===== src/hw/rtl/mfap_pkg.sv =====
// Shared constants, opcodes and controller/datapath interface types for the max-flow engine.
`default_nettype none
package mfap_pkg;
   localparam int NODES  = 64;
   localparam int NODE_W = 6;
   localparam int ADDR_W = 2 * NODE_W;
   localparam int CAP_W  = 24;
   localparam int FLOW_W = 25;
   localparam int RES_W  = 26;
   localparam int SUM_W  = 30;
   localparam int AMT_W  = 16;
   localparam int CNT_W  = NODE_W + 1;

   localparam logic [CAP_W-1:0] CAP_MAX  = 24'hFFFFFF;
   localparam logic [SUM_W-1:0] SUM_MAX  = 30'h3FFFFFFF;
   localparam logic [SUM_W-1:0] PATH_INF = 30'd1000000000;

   localparam logic [1:0] FUNC_ADD   = 2'd0;
   localparam logic [1:0] FUNC_BOTH  = 2'd1;
   localparam logic [1:0] FUNC_CLEAR = 2'd2;
   localparam logic [1:0] FUNC_RUN   = 2'd3;

   typedef enum logic [4:0] {
      DP_NOP,
      DP_LATCH,
      DP_RUN_INIT,
      DP_SWEEP_ALL,
      DP_SWEEP_FLOW,
      DP_LD_RDF,
      DP_LD_WRF,
      DP_LD_RDR,
      DP_LD_WRR,
      DP_BFS_INIT,
      DP_POP,
      DP_SCAN,
      DP_MIN_INIT,
      DP_MIN_RD,
      DP_MIN_UPD,
      DP_AUG_INIT,
      DP_AUG_RDF,
      DP_AUG_WRF,
      DP_AUG_RDR,
      DP_AUG_WRR,
      DP_SUM,
      DP_EMIT
   } dp_op_type;

   typedef struct packed {
      dp_op_type op;
   } dp_cmd_type;

   typedef struct packed {
      logic [1:0] func;
      logic       src_eq_snk;
      logic       sweep_last;
      logic       nxt_last;
      logic       queue_more;
      logic       snk_seen;
      logic       p_at_src;
      logic       rsp_free;
   } dp_sts_type;
endpackage
`default_nettype wire


===== src/hw/rtl/mfap_ctrl.sv =====
// Sequencer for loads, matrix sweeps, breadth-first search and path augmentation.
`default_nettype none
module mfap_ctrl
   import mfap_pkg::*;
(
   input  wire         clock,
   input  wire         reset,
   input  wire         req_tvalid,
   output logic        req_tready,
   input  dp_sts_type  sts,
   output dp_cmd_type  cmd
);
   typedef enum logic [21:0] {
      S_SWEEP_ALL  = 22'h000001,
      S_IDLE       = 22'h000002,
      S_DISPATCH   = 22'h000004,
      S_LD_RDF     = 22'h000008,
      S_LD_WRF     = 22'h000010,
      S_LD_RDR     = 22'h000020,
      S_LD_WRR     = 22'h000040,
      S_SWEEP_FLOW = 22'h000080,
      S_BFS_INIT   = 22'h000100,
      S_CHECK      = 22'h000200,
      S_SCAN       = 22'h000400,
      S_DRAIN      = 22'h000800,
      S_MIN_INIT   = 22'h001000,
      S_MIN_RD     = 22'h002000,
      S_MIN_UPD    = 22'h004000,
      S_AUG_INIT   = 22'h008000,
      S_AUG_RDF    = 22'h010000,
      S_AUG_WRF    = 22'h020000,
      S_AUG_RDR    = 22'h040000,
      S_AUG_WRR    = 22'h080000,
      S_SUM        = 22'h100000,
      S_EMIT       = 22'h200000
   } state_type;

   state_type state_ff, state_in;

   always_ff @(posedge clock) begin
      if (reset) begin
         state_ff <= S_SWEEP_ALL;
      end else begin
         state_ff <= state_in;
      end
   end

   assign req_tready = (state_ff == S_IDLE);

   always_comb begin
      state_in = state_ff;
      cmd.op   = DP_NOP;
      case (state_ff)
         S_SWEEP_ALL: begin
            cmd.op = DP_SWEEP_ALL;
            if (sts.sweep_last) state_in = S_IDLE;
         end
         S_IDLE: begin
            if (req_tvalid) begin
               cmd.op   = DP_LATCH;
               state_in = S_DISPATCH;
            end
         end
         S_DISPATCH: begin
            case (sts.func)
               FUNC_ADD, FUNC_BOTH: state_in = S_LD_RDF;
               FUNC_CLEAR:          state_in = S_SWEEP_ALL;
               FUNC_RUN: begin
                  cmd.op   = DP_RUN_INIT;
                  state_in = sts.src_eq_snk ? S_EMIT : S_SWEEP_FLOW;
               end
               default: state_in = S_IDLE;
            endcase
         end
         S_LD_RDF: begin
            cmd.op   = DP_LD_RDF;
            state_in = S_LD_WRF;
         end
         S_LD_WRF: begin
            cmd.op   = DP_LD_WRF;
            state_in = (sts.func == FUNC_BOTH) ? S_LD_RDR : S_IDLE;
         end
         S_LD_RDR: begin
            cmd.op   = DP_LD_RDR;
            state_in = S_LD_WRR;
         end
         S_LD_WRR: begin
            cmd.op   = DP_LD_WRR;
            state_in = S_IDLE;
         end
         S_SWEEP_FLOW: begin
            cmd.op = DP_SWEEP_FLOW;
            if (sts.sweep_last) state_in = S_BFS_INIT;
         end
         S_BFS_INIT: begin
            cmd.op   = DP_BFS_INIT;
            state_in = S_CHECK;
         end
         S_CHECK: begin
            if (sts.queue_more && !sts.snk_seen) begin
               cmd.op   = DP_POP;
               state_in = S_SCAN;
            end else if (sts.snk_seen) begin
               state_in = S_MIN_INIT;
            end else begin
               state_in = S_EMIT;
            end
         end
         S_SCAN: begin
            cmd.op = DP_SCAN;
            if (sts.nxt_last) state_in = S_DRAIN;
         end
         S_DRAIN: begin
            state_in = S_CHECK;
         end
         S_MIN_INIT: begin
            cmd.op   = DP_MIN_INIT;
            state_in = S_MIN_RD;
         end
         S_MIN_RD: begin
            if (sts.p_at_src) begin
               state_in = S_AUG_INIT;
            end else begin
               cmd.op   = DP_MIN_RD;
               state_in = S_MIN_UPD;
            end
         end
         S_MIN_UPD: begin
            cmd.op   = DP_MIN_UPD;
            state_in = S_MIN_RD;
         end
         S_AUG_INIT: begin
            cmd.op   = DP_AUG_INIT;
            state_in = S_AUG_RDF;
         end
         S_AUG_RDF: begin
            if (sts.p_at_src) begin
               state_in = S_SUM;
            end else begin
               cmd.op   = DP_AUG_RDF;
               state_in = S_AUG_WRF;
            end
         end
         S_AUG_WRF: begin
            cmd.op   = DP_AUG_WRF;
            state_in = S_AUG_RDR;
         end
         S_AUG_RDR: begin
            cmd.op   = DP_AUG_RDR;
            state_in = S_AUG_WRR;
         end
         S_AUG_WRR: begin
            cmd.op   = DP_AUG_WRR;
            state_in = S_AUG_RDF;
         end
         S_SUM: begin
            cmd.op   = DP_SUM;
            state_in = S_BFS_INIT;
         end
         S_EMIT: begin
            if (sts.rsp_free) begin
               cmd.op   = DP_EMIT;
               state_in = S_IDLE;
            end
         end
         default: state_in = S_IDLE;
      endcase
   end
endmodule
`default_nettype wire


===== config.mk =====
export PLATFORM = sky130hd
export DESIGN_NAME = mfap_ctrl
export DESIGN_NICKNAME = d
export VERILOG_FILES = /design/src/hw/rtl/mfap_pkg.sv /design/src/hw/rtl/mfap_ctrl.sv
export SDC_FILE = /design/constraint.sdc
export NUM_CORES = 1
export LEC_CHECK = 0
export ABC_AREA = 1
export BUFFER_PORTS_ARGS = -buffer_cell sky130_fd_sc_hd__buf_2
export CORE_MARGIN = 10
export CORE_UTILIZATION = 59
export DETAILED_ROUTE_END_ITERATION = 7
export HOLD_SLACK_MARGIN = 0.1
export PLACE_DENSITY_LB_ADDON = 0.15
export SYNTH_ARGS = -nofsm -noshare
export SYNTH_HDL_FRONTEND = slang
export SYNTH_SLANG_ARGS = --single-unit

===== constraint.sdc =====
create_clock -name clock -period 2.1 [get_ports clock]
set_input_delay 0.105 -clock clock [delete_from_list [all_inputs] [get_ports clock]]
set_output_delay 0.105 -clock clock [all_outputs]
set_load 0.02 [all_outputs]

Yosys cells after proc, flatten, opt, wreduce, memory -nomap -nowiden
Cells that the tools add are included.
Widths: inputs -> output; s select.
{"block": "word_totals", "mem_bits_rw": 0, "rom_bits": 0, "mem_count": 0, "out_inout_bits": 6, "in_bits": 12, "wordCells": 59, "register_bits": 22, "latch_bits": 0}
{"block": "classes", "reduce_logical": 8, "magnitude_cmp": 0, "eq_ne": 30, "n_div": 0, "n_bitwise": 0, "muxes": 20, "add_sub_neg": 0, "shifts": 0, "n_mul": 0}
{"op": "$pmux 22 s18", "n": 1}
{"op": "$mux 22", "n": 8}
{"op": "$pmux 5 s21", "n": 1}
{"op": "$pmux 22 s3", "n": 1}
{"op": "$eq 22x1->1 const B", "n": 1}
{"op": "$eq 22x10->1 const B", "n": 1}
{"op": "$eq 22x11->1 const B", "n": 1}
{"op": "$eq 22x12->1 const B", "n": 1}
{"op": "$eq 22x13->1 const B", "n": 1}
{"op": "$eq 22x14->1 const B", "n": 1}
{"op": "$eq 22x15->1 const B", "n": 1}
{"op": "$eq 22x16->1 const B", "n": 1}
{"op": "$eq 22x17->1 const B", "n": 1}
{"op": "$eq 22x18->1 const B", "n": 1}
{"op": "$eq 22x19->1 const B", "n": 1}
{"op": "$eq 22x2->1 const B", "n": 1}
{"op": "$eq 22x20->1 const B", "n": 1}
{"op": "$eq 22x21->1 const B", "n": 1}
{"op": "$eq 22x22->1 const B", "n": 1}
{"op": "$eq 22x3->1 const B", "n": 1}
{"op": "$eq 22x4->1 const B", "n": 1}
{"op": "$eq 22x5->1 const B", "n": 1}
{"op": "$eq 22x6->1 const B", "n": 1}
{"op": "$eq 22x7->1 const B", "n": 1}
{"op": "other kinds (17)", "n": 27}

Longest topological paths before layout
Gate-level depths: netlist of run 1.
{"block": "depth", "depth_word": 4, "mapped_depth": 11, "ltp_nobuf": 11}

Worst setup path before layout of run 1
OpenSTA, ideal clock, no wires.
{"block": "synth_timing", "path_type": "reg2out", "from": "reg state_ff[5]", "to": "out cmd[1] (netlist bit)", "n_path_buf": 0, "setup_slack_ns": 0.524, "path_stages_with_launch": 10, "t_arrival_ns": 1.471, "required_time_ns": 1.995, "path_cell_list": "dfxtp_1 -> nor2_4 -> nand2_4 -> nor2_4 -> nand2_2 -> inv_2 -> nand2_1 -> or2_1 -> o21a_1 -> nand4_1"}
{"item": "from (decl)", "line_no": "mfap_ctrl.sv:38", "rtl": "state_type state_ff, state_in;"}
{"item": "from (signal assigned)", "line_no": "mfap_ctrl.sv:44", "rtl": "state_ff <= state_in;"}
{"item": "to (decl)", "line_no": "mfap_ctrl.sv:11", "rtl": "output dp_cmd_type cmd"}

==> flow_summary.ini, run 1 <==
[run_status]
outcome = complete, but fails checks
violations = negative setup slack

[global_route]
antenna_found_initial = 0
grt_start_max_net_pins = 16
grt_use_total_pct = 16.53
grt_pass1_wl_mm = 7.314
grt_overflow = 0
grt_pass1_vias = 1638

[power_and_ir_drop]
peakVddDrop_uv = 644.1
leakagePower_uw = 0.001103
powerDensity_nw_per_um2 = 967.9
finalPower_uw = 2150

[worst_setup_path]
r2r_end = state_ff[10]$_SDFFE_PP0P_
worst-r2r-setup-slack_ns = 0.26
path_cells = nor2_4 > nand2_4 > nor2_4 > nand2_2 > inv_2 > nand2_2 > or2_4 > o21a_1 > nand4_1 > buf_4
crit_fanout = 6
critPathCaptureType = primary output
cpPeakStageDelay_ns = 0.38
cp-start-kind = flop
arrival_ns = 2.03
cpMaxStageDelayCell = dfxtp_4
crit_type = flop to primary output
required_ns = 2.00
rr_worst_depth = 11
r2r-start = state_ff[12]$_SDFFE_PP0P_

[clock_network]
htree_levels = 1
cts.path.max_buffers = 2
clock-root-buffer = clkbuf_4
path_clk_slew_ns = 0.13
clock_latency_ns = 0.32
cts_tree = built
numClockSinks = 22
cts_buffers = 3

[die]
initial_core_util_pct = 63.42
rows = 19
die-area_sq_um = 5647
core_area_sq_um = 2829
die_x_microns = 75.15
die_h_microns = 75.15
num_io_pins = 18

[synth]
synth_fa_ha_area_share_pct = 0
synth_simple_gate_area_share_pct = 56.42
synthArstFlopShare_pct = 0
syn_inst = 264
ys_ff_latch = 22
synth_xor_xnor_area_share_pct = 0
syn-cell-area_sq_um = 1794
synth.avg_cell_area_sq_um = 6.796
synth_area_leaders = dfxtp_1 25%, nor2_1 9.0%, nand3_1 8.1%
synth_top_area_share_pct = 24.55
synthFlopType = dfxtp_1
yosysSeqAreaShare_pct = 24.55
ys_warn_count = 0
synth_fp_nets = 276
yosys-mux-area-fraction_pct = 0
synth_compound_area_share_pct = 6.904
yosysUniqueCellTypes = 34
synth_top_family_by_area = simple AND/OR/NAND/NOR gates
synth-edff-count = 0
yosys.area.top_type = dfxtp_1

[detailed_routing]
via_per_inst = 5.510
vias = 1868
final_antenna_net_count = 0
drc = 0
drt_iter0_markers = 177
routedWlPerCell_microns = 13.92
drt_pass1_iterations = 4
wirelength_mm = 4.719

[placement]
hpwlAfterDp_mm = 3.434
gp_congestion = 0.9550
place_ws_ns = 0.2790
io_buffer_count = 17
dp.cells = 313

[worst_hold_path]
worstHoldStart = sts[7]
whs_path_depth = 4
hold_end = state_ff[1]$_SDFFE_PP0P_
min_path_type = input port to flop

[run]
maxCapViolCount = 0

[timing]
finalWorstSetupSlack_ns = -0.03299
finalSetupViolCount = 3
relSlewSlack_pct = 79.53
hold_viol_final = 0
finalCritPeriodShare_pct = 101.6
drv_slew = 0
fmax_ghz = 0.4688
rsz0062_at_grt = yes
worstMarginPinSlew_ns = 0.3051
finalSetupTns_ns = -0.06123
skew_ns = 0.01494
min_period_ns = 2.133

[finish]
final_cells = 339
largest_register_ffs = 22
utilization_pct = 78.51
drive_gt1_share_pct = 37.34
final.fill_count = 212
num_antenna_cells = 0
nNetsFinal = 322
regMostFlops = state_ff
seq_area_sq_um = 455.4
reg_top3 = state_ff (22)
area_growth_pct = 23.78
multi_input_area_sq_um = 1200
==> power by group <==
part	switching (uW)	internal, uW	total [uW]
logic	857	571	1430
registers	55.4	470	526
clock network	129	67.2	196
==> final cells by class <==
| type | instances | area share [%] |
|---|---|---|
| inverters | 51 | 9.070 |
| multi-input cells | 190 | 54.03 |
| flip-flops and latches | 22 | 20.51 |
| clock buffers | 3 | 1.014 |
| repair buffers | 42 | 13.63 |
| well taps | 31 | 1.746 |
==> repair_timing <==
item | 4_1_cts | 5_1_grt
endpoints found under the setup margin | 5 | 6
pin swaps | 4 | 15
buffers inserted | 5 | 12
hold buffers | 5 | 0
hold endpoints to repair | 10 | 0
gates cloned | 0 | 1
gates resized for setup | 9 | 21
==> synthesized netlist by cell type, types with 3 or more instances <==
library cell / count
a21oi_1: 9
nand3_1: 29
nor2_4: 11
nor3_1: 7
nand2_1: 32
inv_1: 35
nor2_1: 43
nor2_2: 5
nand2_2: 3
nor2_8: 3
o21ai_0: 5
dfxtp_1: 22
nand3_2: 12
nand2_4: 4
o21ai_1: 3
inv_2: 13
nand4_1: 11
==> cell usage in the layout, fill, tap and decap left out <==
cell type      instances
or2_4                  1
o21ai_4                1
clkinv_1               1
inv_6                  1
nor3_1                 6
buf_6                  2
o21ai_1                3
a21oi_1                9
nand3_1               29
o21a_1                 1
nand4_4                1
nand3_2               12
dfxtp_2                6
nand2_2                6
nor4_2                 1
dfxtp_1               14
nor2_4                16
dfxtp_4                2
inv_1                 34
o211ai_1               1
nor3b_1                1
clkinv_4               1
and2_1                 1
nor3_4                 1
nand4_1               11
nand2_1               29
o21bai_1               1
nor2_2                 3
nor2_1                41
nand2_8                1
buf_4                 22
and2_4                 1
inv_2                 14
o21ai_0                5
clkbuf_4               3
buf_2                 13
nor2_8                 3
dlygate4sd3_1          5
and3_1                 1
nand2_4                4
==> cell families (layout without fill, tap and decap cells) <==
kind of cell	Yosys count	count (layout)
compound gates	21	21
buf+inv	53	96
simple gates	168	169
flops	22	22
==> worst max path at each step <==
| stage | cells after the start | end | start |
|---|---|---|---|
| detailed placement | 8 | cmd[2] | state_ff[18]$_SDFFE_PP0P_ |
| CTS | 9 | cmd[1] | state_ff[18]$_SDFFE_PP0P_ |
| finish | 10 | cmd[2] | state_ff[7]$_SDFFE_PP0P_ |
| global route | 10 | cmd[1] | state_ff[7]$_SDFFE_PP0P_ |
| global placement | 8 | cmd[2] | state_ff[21]$_SDFFE_PP0P_ |
| floorplan | 9 | cmd[1] | state_ff[5]$_SDFFE_PP0P_ |
==> layer usage <==
metal  up-vias  global-route usage (%)  wire, microns
li1        936                       -              -
met5         -                       0              0
met4         0                   6.186            101
met3        11                   3.285            353
met2        81                   25.24           2160
met1       840                   22.42           2103
==> critical path, delay by kind of cell, from the launching register on <==
family | cells | cell delay [ns]
and+or+nand+nor | 7 | 0.97
DFF | 1 | 0.38
buffers and inverters | 2 | 0.25
AOI/OAI and AO/OA | 1 | 0.14
==> through the flow <==
stage | hold slack [ns] | instance area [sq um]
6_report | 0.1476 | 2221
3_5_place_dp | 0.3551 | 1924
2_1_floorplan | 0.1774 | 1794
5_1_grt | 0.1423 | 2221
4_1_cts | 0.1399 | 2058
3_3_place_gp | 0.3558 | 1924
No activity file was read; power rests on OpenSTA's default activity.
==> run 2: changes to the inputs <==
--- a/config.mk
+++ b/config.mk
@@ -9,9 +9,11 @@
 export BUFFER_PORTS_ARGS = -buffer_cell sky130_fd_sc_hd__buf_2
 export CORE_MARGIN = 10
 export CORE_UTILIZATION = 59
+export CTS_CLUSTER_SIZE = 8
 export DETAILED_ROUTE_END_ITERATION = 7
 export HOLD_SLACK_MARGIN = 0.1
 export PLACE_DENSITY_LB_ADDON = 0.15
+export SKIP_CTS_REPAIR_TIMING = 1
 export SYNTH_ARGS = -nofsm -noshare
 export SYNTH_HDL_FRONTEND = slang
 export SYNTH_SLANG_ARGS = --single-unit
==> flow_summary.ini, run 2 (synthesis results as in run 1) <==
[detailed_routing]
routedWlPerCell_microns = 14.23
via_per_inst = 5.782
drt_iter0_markers = 224
drt_pass1_iterations = 8
vias = 1960
drc = 1
wirelength_mm = 4.825
final_antenna_net_count = 0

[finish]
final_cell_mix = 39 x nor2_1, 34 x inv_1, 28 x nand3_1, 28 x nand2_1, 22 x buf_4
design_area_sq_um = 2253
layout_commonest_cell = nor2_1
num_antenna_cells = 0
reg_top3 = state_ff (22)
area_growth_pct = 25.59
nNetsFinal = 322
largest_register_ffs = 22
final.fill_count = 209
drive_gt1_share_pct = 39.94
regMostFlops = state_ff

[timing]
drv_slew = 0
hold_viol_final = 0
rsz0062_at_grt = yes
finalWorstSetupSlack_ns = -0.01124
skew_ns = 0.006877
finalSetupViolCount = 2
min_period_ns = 2.111
fmax_ghz = 0.4737
worstMarginPinSlew_ns = 0.4417
finalCritPeriodShare_pct = 100.5
relSlewSlack_pct = 70.48

[placement]
place_area_sq_um = 1924
place_ws_ns = 0.2790
gp_congestion = 0.9550
io_buffer_count = 17
hpwlAfterDp_mm = 3.434

[power_and_ir_drop]
swShare_pct = 49.28
power.internal_uw = 1112
leakagePower_uw = 0.001108
peakVddDrop_uv = 652.3
clockPowerShare_pct = 8.9
p_seq_share_pct = 23.9
p_sw_uw = 1080
p_comb_share_pct = 67.2
powerDensity_nw_per_um2 = 972.9

[run_status]
violations = design-rule violations, negative setup slack
outcome = complete, but fails checks

[worst_hold_path]
min_path_type = input port to flop
worstHoldStart = sts[6]
hold_end = state_ff[7]$_SDFFE_PP0P_
whs_path_depth = 4

[global_route]
antenna_found_initial = 0
grt_overflow = 0
grt_pass1_vias = 1593
grt_start_max_net_pins = 16
grt_use_total_pct = 15.90
grt_pass1_wl_mm = 7.024

[clock_network]
path_clk_slew_ns = 0.11
cts_tree = built
clock_latency_ns = 0.32
cts_buffers = 3
numClockSinks = 22
htree_levels = 1
cts.path.max_buffers = 2
clock-root-buffer = clkbuf_4

[die]
initial_core_util_pct = 63.42
die_h_microns = 75.15
die_x_microns = 75.15
die-area_sq_um = 5647
num_io_pins = 18
rows = 19
core_area_sq_um = 2829

[worst_setup_path]
critPathCaptureType = primary output
r2r-start = state_ff[8]$_SDFFE_PP0P_
r2r_end = state_ff[21]$_SDFFE_PP0P_
cp-start-kind = flop
arrival_ns = 2.01
worst-r2r-setup-slack_ns = 0.19
crit_type = flop to primary output
rr_worst_depth = 10
crit_fanout = 5
required_ns = 2.00

[run]
maxCapViolCount = 0
-- run 2: cell count changes in the layout (fill, tap and decap cells not counted), moves of 2 or more --
cell	change
dlygate4sd3_1	-2
nor2_2	+3
nand2_2	-2
nand2_4	+3
nor2_1	-2
dfxtp_1	-2
dfxtp_2	+2
-- run 2: per-layer routing --
layer | global-route usage (%) | wire, microns | part of all wire, % | vias to the layer above
li1 | - | - | - | 941
met1 | 22.37 | 2092 | 43 | 893
met2 | 23.05 | 2196 | 46 | 104
met3 | 3.285 | 406 | 8.4 | 22
met4 | 6.186 | 130 | 2.7 | 0
met5 | 0 | 0 | 0 | -
-- run 2: power groups by stage --
stage | combinational [uW] | clock, uW | sequential, uW
3_3_place_gp | 1130 | 0 | 513
2_1_floorplan | 920 | 0 | 505
3_5_place_dp | 1130 | 0 | 514
4_1_cts | 1140 | 200 | 506
6_report | 1470 | 195 | 524
5_1_grt | 1590 | 221 | 532
-- run 2: layout make-up --
type	count	area [sq um]	share of cell area [%]
flip-flops and latches	22	457.9	20.32
repair buffers	42	299.0	13.27
clock buffers	3	22.52	0.9994
multi-input cells	190	1231	54.64
inverters	51	203.9	9.051
well taps	31	38.79	1.721
-- run 2: worst max-delay path, stage by stage, from the launching register on --
cell	delay [ns]
dfxtp_2	0.36
nor2_4	0.15
nand2_4	0.09
nor2_4	0.19
nand2_4	0.10
inv_4	0.08
nand2_4	0.05
or2_4	0.26
o21a_1	0.14
nand4_1	0.14
buf_6	0.14
-- run 2: how the worst max path moves through the flow --
stage | slack [ns] | from | endpoint | cells after the start
after floorplan | 0.52 | state_ff[5]$_SDFFE_PP0P_ | cmd[1] | 9
after global placement | 0.28 | state_ff[21]$_SDFFE_PP0P_ | cmd[2] | 8
after detailed placement | 0.28 | state_ff[18]$_SDFFE_PP0P_ | cmd[2] | 8
after CTS | -0.09 | state_ff[18]$_SDFFE_PP0P_ | cmd[3] | 8
after global routing | -0.10 | state_ff[1]$_SDFFE_PP0P_ | cmd[3] | 10
final | -0.01 | state_ff[2]$_SDFFE_PP0P_ | cmd[2] | 10
-- run 2: metrics by stage --
stage / power (uW) / hold WS (ns) / cells / utilization, % / TNS, ns
global placement: 1642 / 0.3558 / 313 / 68.02 / 0
CTS: 1845 / 0.009918 / 316 / 68.82 / -0.3130
floorplan: 1425 / 0.1774 / 264 / - / 0
detailed placement: 1649 / 0.3551 / 313 / 68.02 / 0
global route: 2341 / 0.1114 / 339 / 79.66 / -0.4187
finish: 2192 / 0.09421 / 339 / 79.66 / -0.02124
